### config.mk
export PLATFORM = sky130hd
export DESIGN_NAME = stack_machine_alu_top
export DESIGN_NICKNAME = d
export VERILOG_FILES = /design/src/rtl/smalu_pkg.sv /design/src/rtl/smalu_ram.sv /design/src/rtl/smalu_div.sv /design/src/rtl/stack_machine_alu_top.sv
export SDC_FILE = /design/constraint.sdc
export NUM_CORES = 2
export LEC_CHECK = 0
export BUFFER_PORTS_ARGS = -buffer_cell sky130_fd_sc_hd__buf_2
export CORE_MARGIN = 3
export CORE_UTILIZATION = 35
export CTS_CLUSTER_DIAMETER = 100
export CTS_CLUSTER_SIZE = 16
export DETAILED_ROUTE_END_ITERATION = 6
export SYNTH_ARGS = -nofsm -noshare
export SYNTH_HDL_FRONTEND = slang
export SYNTH_SLANG_ARGS = --single-unit
### constraint.sdc
create_clock -name i_clk -period 18.2 [get_ports i_clk]
set_clock_uncertainty 0.05 [all_clocks]
set_input_delay 1.82 -clock i_clk [delete_from_list [all_inputs] [get_ports i_clk]]
set_output_delay 1.82 -clock i_clk [all_outputs]
set_load 0.005 [all_outputs]
### src/rtl/smalu_pkg.sv
`timescale 1ns / 1ps
`default_nettype none

package smalu_pkg;

    // stack geometry
    localparam int STACK_DEPTH = 64;
    localparam int DATA_W      = 32;
    localparam int ADDR_W      = $clog2(STACK_DEPTH);
    localparam int SP_W        = $clog2(STACK_DEPTH + 1);
    localparam int DEPTH_W     = 7;

    // instruction codes
    typedef enum logic [3:0] {
        OP_CONST = 4'd0,
        OP_ADD   = 4'd1,
        OP_SUB   = 4'd2,
        OP_MUL   = 4'd3,
        OP_DIV   = 4'd4,
        OP_MAX   = 4'd5,
        OP_MIN   = 4'd6,
        OP_NEG   = 4'd7,
        OP_DUP   = 4'd8,
        OP_SWAP  = 4'd9
    } t_opcode;

    // result status codes
    typedef enum logic [1:0] {
        ST_OK    = 2'd0,
        ST_UNDER = 2'd1,
        ST_OVER  = 2'd2,
        ST_DIVZ  = 2'd3
    } t_status;

    // input word
    typedef struct packed {
        logic        [3:0]        mode;
        logic signed [DATA_W-1:0] value;
    } t_in_word;

    // output word
    typedef struct packed {
        logic signed [DATA_W-1:0]  top_value;
        logic        [DEPTH_W-1:0] depth;
        logic        [1:0]         status;
    } t_out_word;

endpackage

`default_nettype wire

### src/rtl/smalu_ram.sv
`timescale 1ns / 1ps
`default_nettype none

module smalu_ram #(
    parameter int DEPTH  = 64,
    parameter int WIDTH  = 32,
    parameter int ADDR_W = $clog2(DEPTH)
) (
    input  wire logic              i_clk,
    input  wire logic              i_we,
    input  wire logic [ADDR_W-1:0] i_addr,
    input  wire logic [WIDTH-1:0]  i_wdata,
    output logic      [WIDTH-1:0]  o_rdata
);

    logic [WIDTH-1:0] mem [DEPTH];

    // single port, registered read
    always_ff @(posedge i_clk) begin
        if (i_we) begin
            mem[i_addr] <= i_wdata;
        end
        o_rdata <= mem[i_addr];
    end

endmodule

`default_nettype wire

### src/rtl/smalu_div.sv
`timescale 1ns / 1ps
`default_nettype none

module smalu_div (
    input  wire logic                         i_clk,
    input  wire logic                         i_rst_n,
    input  wire logic                         i_start,
    input  wire logic [smalu_pkg::DATA_W-1:0] i_dividend,
    input  wire logic [smalu_pkg::DATA_W-1:0] i_divisor,
    output logic                              o_done,
    output logic      [smalu_pkg::DATA_W-1:0] o_quotient
);

    localparam int W     = smalu_pkg::DATA_W;
    localparam int CNT_W = $clog2(W);

    logic             r_busy, n_busy;
    logic             r_done, n_done;
    logic [CNT_W-1:0] r_cnt, n_cnt;
    logic [W:0]       r_rem, n_rem;
    logic [W-1:0]     r_quo, n_quo;
    logic [W-1:0]     r_dvs, n_dvs;
    logic             r_neg, n_neg;
    logic [W:0]       shifted;

    assign shifted = {r_rem[W-1:0], r_quo[W-1]};

    // restoring division on magnitudes, one quotient bit per cycle
    always_comb begin
        n_busy = r_busy;
        n_done = 1'b0;
        n_cnt  = r_cnt;
        n_rem  = r_rem;
        n_quo  = r_quo;
        n_dvs  = r_dvs;
        n_neg  = r_neg;
        if (i_start) begin
            n_busy = 1'b1;
            n_cnt  = '0;
            n_rem  = '0;
            n_quo  = i_dividend[W-1] ? (~i_dividend + W'(1)) : i_dividend;
            n_dvs  = i_divisor[W-1] ? (~i_divisor + W'(1)) : i_divisor;
            n_neg  = i_dividend[W-1] ^ i_divisor[W-1];
        end else if (r_busy) begin
            if (shifted >= {1'b0, r_dvs}) begin
                n_rem = shifted - {1'b0, r_dvs};
                n_quo = {r_quo[W-2:0], 1'b1};
            end else begin
                n_rem = shifted;
                n_quo = {r_quo[W-2:0], 1'b0};
            end
            n_cnt = r_cnt + CNT_W'(1);
            if (r_cnt == CNT_W'(W - 1)) begin
                n_busy = 1'b0;
                n_done = 1'b1;
            end
        end
    end

    // control state
    always_ff @(posedge i_clk) begin
        if (!i_rst_n) begin
            r_busy <= 1'b0;
            r_done <= 1'b0;
        end else begin
            r_busy <= n_busy;
            r_done <= n_done;
        end
    end

    // datapath
    always_ff @(posedge i_clk) begin
        r_cnt <= n_cnt;
        r_rem <= n_rem;
        r_quo <= n_quo;
        r_dvs <= n_dvs;
        r_neg <= n_neg;
    end

    // sign fix, most negative over minus one wraps to itself
    assign o_done     = r_done;
    assign o_quotient = r_neg ? (~r_quo + W'(1)) : r_quo;

endmodule

`default_nettype wire

### src/rtl/stack_machine_alu_top.sv
`timescale 1ns / 1ps
`default_nettype none

// Stack machine ALU: each input word carries one instruction (mode) and an immediate
// (value); each produces exactly one output word with the new top of stack (0 when
// empty), the depth and a status. Faulting instructions (underflow, overflow, divide by
// zero) leave the stack untouched. The stack lives in a single-port synchronous RAM of
// STACK_DEPTH words with the top entry cached in a register, so every instruction needs
// at most one RAM read and one RAM write, issued in different cycles of its own sequence;
// instructions run one at a time, so no two instructions ever touch the RAM at once.
// CONST, NEG, DUP and words that underflow or overflow go from decode straight to the
// done state; ADD, SUB, MUL, MAX, MIN, SWAP and a divide by zero first pass an execute
// state that takes B from the RAM read, and DIV then waits in a divide state for the
// radix-2 iterative divider that produces one quotient bit a cycle.
// A new word is accepted once the previous one has reached the output register, even
// while that result still waits to be taken. No clearing pass is needed after reset.

module stack_machine_alu_top (
    input  wire logic                 i_clk,
    input  wire logic                 i_rst_n,
    input  wire logic                 i_in_valid,
    output logic                      o_in_ready,
    input  wire smalu_pkg::t_in_word  i_in_word,
    output logic                      o_out_valid,
    input  wire logic                 i_out_ready,
    output smalu_pkg::t_out_word      o_out_word
);

    localparam int W    = smalu_pkg::DATA_W;
    localparam int AW   = smalu_pkg::ADDR_W;
    localparam int SPW  = smalu_pkg::SP_W;

    typedef enum logic [4:0] {
        S_IDLE   = 5'b00001,
        S_DECODE = 5'b00010,
        S_EXEC   = 5'b00100,
        S_DIV    = 5'b01000,
        S_DONE   = 5'b10000
    } t_state;

    t_state             r_state, n_state;
    logic [SPW-1:0]     r_sp, n_sp;
    logic [W-1:0]       r_top, n_top;
    smalu_pkg::t_status r_status, n_status;
    logic [3:0]         r_mode;
    logic [W-1:0]       r_imm;
    logic               r_out_valid;
    smalu_pkg::t_out_word r_out_word;

    logic               ram_we;
    logic [AW-1:0]      ram_addr;
    logic [W-1:0]       ram_wdata;
    logic [W-1:0]       ram_rdata;
    logic               div_start;
    logic               div_done;
    logic [W-1:0]       div_q;

    logic               in_accept;
    logic               out_free;
    logic [AW-1:0]      sp_m1, sp_m2;
    logic               sp_ge1, sp_ge2, sp_full;
    logic [W-1:0]       prod;

    assign in_accept = i_in_valid && o_in_ready;
    assign out_free  = !r_out_valid || i_out_ready;
    assign sp_m1     = AW'(r_sp - SPW'(1));
    assign sp_m2     = AW'(r_sp - SPW'(2));
    assign sp_ge1    = (r_sp != '0);
    assign sp_ge2    = (r_sp >= SPW'(2));
    assign sp_full   = (r_sp == SPW'(smalu_pkg::STACK_DEPTH));
    assign prod      = r_top * ram_rdata;

    // stack storage below the cached top
    smalu_ram #(
        .DEPTH (smalu_pkg::STACK_DEPTH),
        .WIDTH (W)
    ) u_ram (
        .i_clk   (i_clk),
        .i_we    (ram_we),
        .i_addr  (ram_addr),
        .i_wdata (ram_wdata),
        .o_rdata (ram_rdata)
    );

    // iterative signed divider, A over B
    smalu_div u_div (
        .i_clk      (i_clk),
        .i_rst_n    (i_rst_n),
        .i_start    (div_start),
        .i_dividend (r_top),
        .i_divisor  (ram_rdata),
        .o_done     (div_done),
        .o_quotient (div_q)
    );

    // sequencer: decode, read B, execute, write back
    always_comb begin
        n_state   = r_state;
        n_sp      = r_sp;
        n_top     = r_top;
        n_status  = r_status;
        ram_we    = 1'b0;
        ram_addr  = sp_m2;
        ram_wdata = r_top;
        div_start = 1'b0;
        case (r_state)
            S_IDLE: begin
                if (in_accept) begin
                    n_state  = S_DECODE;
                    n_status = smalu_pkg::ST_OK;
                end
            end
            S_DECODE: begin
                n_state = S_DONE;
                case (r_mode)
                    smalu_pkg::OP_CONST: begin
                        if (sp_full) begin
                            n_status = smalu_pkg::ST_OVER;
                        end else begin
                            // spill old top, cache the immediate
                            ram_we   = sp_ge1;
                            ram_addr = sp_m1;
                            n_top    = r_imm;
                            n_sp     = r_sp + SPW'(1);
                        end
                    end
                    smalu_pkg::OP_ADD, smalu_pkg::OP_SUB, smalu_pkg::OP_MUL,
                    smalu_pkg::OP_DIV, smalu_pkg::OP_MAX, smalu_pkg::OP_MIN,
                    smalu_pkg::OP_SWAP: begin
                        if (!sp_ge2) begin
                            n_status = smalu_pkg::ST_UNDER;
                        end else begin
                            // read of B issued at sp-2
                            n_state = S_EXEC;
                        end
                    end
                    smalu_pkg::OP_NEG: begin
                        if (!sp_ge1) begin
                            n_status = smalu_pkg::ST_UNDER;
                        end else begin
                            n_top = ~r_top + W'(1);
                        end
                    end
                    smalu_pkg::OP_DUP: begin
                        if (!sp_ge1) begin
                            n_status = smalu_pkg::ST_UNDER;
                        end else if (sp_full) begin
                            n_status = smalu_pkg::ST_OVER;
                        end else begin
                            ram_we   = 1'b1;
                            ram_addr = sp_m1;
                            n_sp     = r_sp + SPW'(1);
                        end
                    end
                    default: begin
                        // unused codes leave the stack alone
                    end
                endcase
            end
            S_EXEC: begin
                n_state = S_DONE;
                case (r_mode)
                    smalu_pkg::OP_ADD: begin
                        n_top = r_top + ram_rdata;
                        n_sp  = r_sp - SPW'(1);
                    end
                    smalu_pkg::OP_SUB: begin
                        n_top = r_top - ram_rdata;
                        n_sp  = r_sp - SPW'(1);
                    end
                    smalu_pkg::OP_MUL: begin
                        n_top = prod;
                        n_sp  = r_sp - SPW'(1);
                    end
                    smalu_pkg::OP_DIV: begin
                        if (ram_rdata == '0) begin
                            n_status = smalu_pkg::ST_DIVZ;
                        end else begin
                            div_start = 1'b1;
                            n_state   = S_DIV;
                        end
                    end
                    smalu_pkg::OP_MAX: begin
                        n_top = ($signed(r_top) > $signed(ram_rdata)) ? r_top : ram_rdata;
                        n_sp  = r_sp - SPW'(1);
                    end
                    smalu_pkg::OP_MIN: begin
                        n_top = ($signed(ram_rdata) > $signed(r_top)) ? r_top : ram_rdata;
                        n_sp  = r_sp - SPW'(1);
                    end
                    smalu_pkg::OP_SWAP: begin
                        // A goes down to sp-2, B becomes the cached top
                        ram_we    = 1'b1;
                        ram_addr  = sp_m2;
                        ram_wdata = r_top;
                        n_top     = ram_rdata;
                    end
                    default: begin
                        n_state = S_DONE;
                    end
                endcase
            end
            S_DIV: begin
                if (div_done) begin
                    n_top   = div_q;
                    n_sp    = r_sp - SPW'(1);
                    n_state = S_DONE;
                end
            end
            S_DONE: begin
                if (out_free) begin
                    n_state = S_IDLE;
                end
            end
            default: begin
                n_state = S_IDLE;
            end
        endcase
    end

    // control state
    always_ff @(posedge i_clk) begin
        if (!i_rst_n) begin
            r_state  <= S_IDLE;
            r_sp     <= '0;
            r_status <= smalu_pkg::ST_OK;
        end else begin
            r_state  <= n_state;
            r_sp     <= n_sp;
            r_status <= n_status;
        end
    end

    // cached top and latched instruction
    always_ff @(posedge i_clk) begin
        r_top <= n_top;
        if (in_accept) begin
            r_mode <= i_in_word.mode;
            r_imm  <= i_in_word.value;
        end
    end

    // output register
    always_ff @(posedge i_clk) begin
        if (!i_rst_n) begin
            r_out_valid <= 1'b0;
        end else if ((r_state == S_DONE) && out_free) begin
            r_out_valid <= 1'b1;
        end else if (i_out_ready) begin
            r_out_valid <= 1'b0;
        end
    end

    always_ff @(posedge i_clk) begin
        if ((r_state == S_DONE) && out_free) begin
            r_out_word.top_value <= sp_ge1 ? r_top : '0;
            r_out_word.depth     <= smalu_pkg::DEPTH_W'(r_sp);
            r_out_word.status    <= r_status;
        end
    end

    assign o_in_ready  = (r_state == S_IDLE);
    assign o_out_valid = r_out_valid;
    assign o_out_word  = r_out_word;

endmodule

`default_nettype wire

==> reports/results.ini <==
[setup_path]
reg2reg_depth = 27
regToRegEndpoint = r_top[30]
slowest_delay_ns = 0.85
critPathArrivalTime_ns = 9.52
reg2reg_from = r_top[7]
crit_path_start_kind = register
worstPathMaxFanout = 56
reg2reg_slack_ns = 9.30
crit_path_end_kind = register
cp.required_ns = 18.82
cpMostUsedCell = fa_1
crit_slowest_cell = buf_4
worstSetupPathType = register to register

[cts]
post_cts.repair.setup_buffers = 0
post_cts_resized = 0
ctsHoldBuffers = 0
path_clk_slew_ns = 0.09
cts.path.max_buffers = 4
clk_latency_ns = 0.92
cts_tree = yes
cts_root_buf = clkbuf_16
clock_sinks = 2308
htree_levels = 4
numCtsBuffers = 176

[placement]
dp_cells = 12073
pre_cts_slack_ns = 9.436
dp_hpwl_um = 247900
port_buffers = 82
gp_congestion = 0.9780

[route]
drt_wl_total_um = 399600
route.vias.total = 74328
route.detailed.drc = 8
via_per_inst = 6.025
wl_per_cell_um = 32.39
antenna_left = 0
drtIter0Drc = 12311
firstDrtPassIters = 7

[power_and_ir_drop]
share_clk_of_total_power = 0.261
p_leak_nw = 41.27
p_int_w = 0.009322
peakVddDrop_uv = 249.1
p_seq_frac = 0.414
sw_frac_of_total = 0.3331
power.density_nw_per_um2 = 116.5
p_switching_w = 0.004655
combinationalPowerShare = 0.325

[cells_and_area]
final_cells = 12336
layout_commonest_cell = edfxtp_1
utilization = 0.3903
mostFrequentLayoutCells = edfxtp_1, nand2_1, inv_1, nor2_1, a21oi_1
drive_gt1_frac = 0.08668
fin_nets = 8865
area_growth_pct = 10.40

[timing]
layout_min_cycle_time_ns = 8.896
fin_crit_sh = 0.4888
max_freq_mhz = 112.4
fin_setup_tns_ns = 0
worst_slew_pin_slew_ns = 1.567
rsz0062_at_grt = no
setup_viol = 0
finalHoldViolCount = 0
setup_ws_ns = 9.304
slew_headroom = -0.05445
slew_violations = 2

[global_routing]
grt_first_pass_wirelength_um = 555200
antenna_found_initial = 30
grt.total_usage = 0.2451
grt_max_degree = 83
grt_pass1_vias = 70737
overflow = 0

[yosys]
syn_area_um2 = 108600
synth_warnings = 0
seq_area_frac_synth = 0.6300
synth.area.mux_share = 0.005229
yosys.area_share.xor_xnor = 0.02208
synth_cells = 8104
synth_top_family_by_area = compound AO/OA/AOI/OAI gates
synth_compound_area_frac = 0.1281
async_flop_share = 0
synth-seq-cells = 2308
ys.flop_type = edfxtp_1
syn_nets = 8817
synth_edf_count = 2222
yosys.area_share.adder = 0.1059
synthSimpleGateAreaFrac = 0.07099
syn_area_per_cell_um2 = 13.41
synth.distinct_cells = 99

[hold_path]
min_to = u_div.r_rem[13]
worstHoldPathType = register to register
whs_path_depth = 2
worstHoldStart = u_div.r_rem[12]

[floorplan]
die_w_um = 563.1
pin_count = 83
die_h_um = 563.1
core_area_um2 = 307300
die_area_um2 = 317100
initial_core_util = 0.3535
rows = 203

[outcome]
violations = DRC, capacitance limit, slew limit
outcome = finished with violations

[job]
cap_violations = 1

[worst max path at each step]
stage                end  cells past startpoint  slack (ns)      start
2_1_floorplan  r_top[24]                     27        9.99   r_top[7]
3_3_place_gp   r_top[22]                     25        9.32   r_top[5]
3_5_place_dp   r_top[22]                     25        9.44   r_top[5]
4_1_cts        r_top[22]                     25        9.40   r_top[5]
5_1_grt        r_top[30]                     22        9.09  r_top[14]
6_report       r_top[30]                     27        9.30   r_top[7]
[worst max-delay path: cells and delay by family (launching register included)]
kind                       cells  cell delay (ns)
and+or+nand+nor                4             0.71
AOI/OAI and AO/OA              7             1.84
adders and majority gates      9             4.11
buffers and inverters          7             1.52
DFF                            1             0.37
[sequential cells by signal, summed over array words and instances, names as in the netlist, 2 cells and up, named ones only]
| name | cells |
|---|---|
| r_status | 2 |
| u_ram.mem | 2048 |
| r_mode | 4 |
| r_state | 5 |
| u_div.r_dvs | 32 |
| r_top | 31 |
| u_div.r_quo | 32 |
| u_div.r_cnt | 5 |
| u_div.r_rem | 32 |
| o_out_word | 41 |
| r_imm | 32 |
| r_sp | 7 |
| u_ram.o_rdata | 32 |
[power by group through the flow]
stage	logic, W	clock network (W)	registers, W
after detailed placement	0.00444	0	0.00590
after floorplan	0.00298	0	0.00590
after global routing	0.00490	0.00388	0.00578
final	0.00454	0.00365	0.00578
after global placement	0.00446	0	0.00590
after CTS	0.00448	0.00369	0.00578
[area by class of cell]
cell class / count / area [um2]
fill: 28686 / 187400
sequential: 2308 / 68450
multi-input combinational: 4761 / 36810
tap: 4100 / 5130
clock buffer: 236 / 4715
timing repair buffer: 361 / 2596
inverter: 544 / 2042
clock inverter: 16 / 175.2
antenna: 10 / 25.02
[metal layers]
metal  global-route usage  up-vias  part of all wire
met3              0.07135      847              0.13
li1                     -    30362                 -
met5                    0        -           0.00017
met4               0.1085       12             0.052
met2               0.3570     5248              0.42
met1               0.3385    37859              0.39
[cell families (layout without fill, tap and decap cells)]
| family | count (synthesis) | after routing |
|---|---|---|
| mux | 55 | 55 |
| fa+ha+maj | 673 | 673 |
| flops | 2308 | 2308 |
| other cells | 0 | 10 |
| compound gates | 1985 | 1985 |
| buf+inv | 1035 | 1157 |
| simple gates | 1775 | 1775 |
| xor+xnor | 273 | 273 |
[cell usage after synthesis (24+ instances only)]
cell / count / area [um2]
fa_1: 411 / 8228
dfxtp_1: 86 / 1722
buf_1: 100 / 375.4
nor2b_1: 25 / 156.4
a21oi_1: 452 / 2262
ha_1: 262 / 3278
nand3_1: 108 / 540.5
a21o_1: 42 / 315.3
buf_2: 123 / 615.6
nor2_1: 569 / 2136
or3_1: 32 / 200.2
a22oi_1: 287 / 2155
a31oi_1: 214 / 1339
o22ai_1: 30 / 187.7
a222oi_1: 139 / 1391
nor3_1: 73 / 365.4
o21ai_0: 225 / 1126
a22o_1: 104 / 910.9
o21a_1: 24 / 180.2
inv_1: 521 / 1956
nor4_1: 39 / 244.0
xor2_1: 46 / 402.9
xnor2_1: 226 / 1979
a221oi_1: 224 / 1962
clkbuf_1: 256 / 960.9
nand2_1: 769 / 2887
nand2b_1: 36 / 225.2
edfxtp_1: 2222 / 66720
mux2i_1: 49 / 490.5
o31ai_1: 31 / 232.7
[stage by stage]
stage	hold WS, ns	power, W	instance area, um2
after floorplan	0.3529	0.008879	108600
after global placement	0.4287	0.01036	115000
after detailed placement	0.4355	0.01034	115000
after CTS	0.4488	0.01395	119900
after global routing	0.4734	0.01456	119900
final	0.4450	0.01398	119900
No activity file was read; power rests on OpenSTA's default activity.
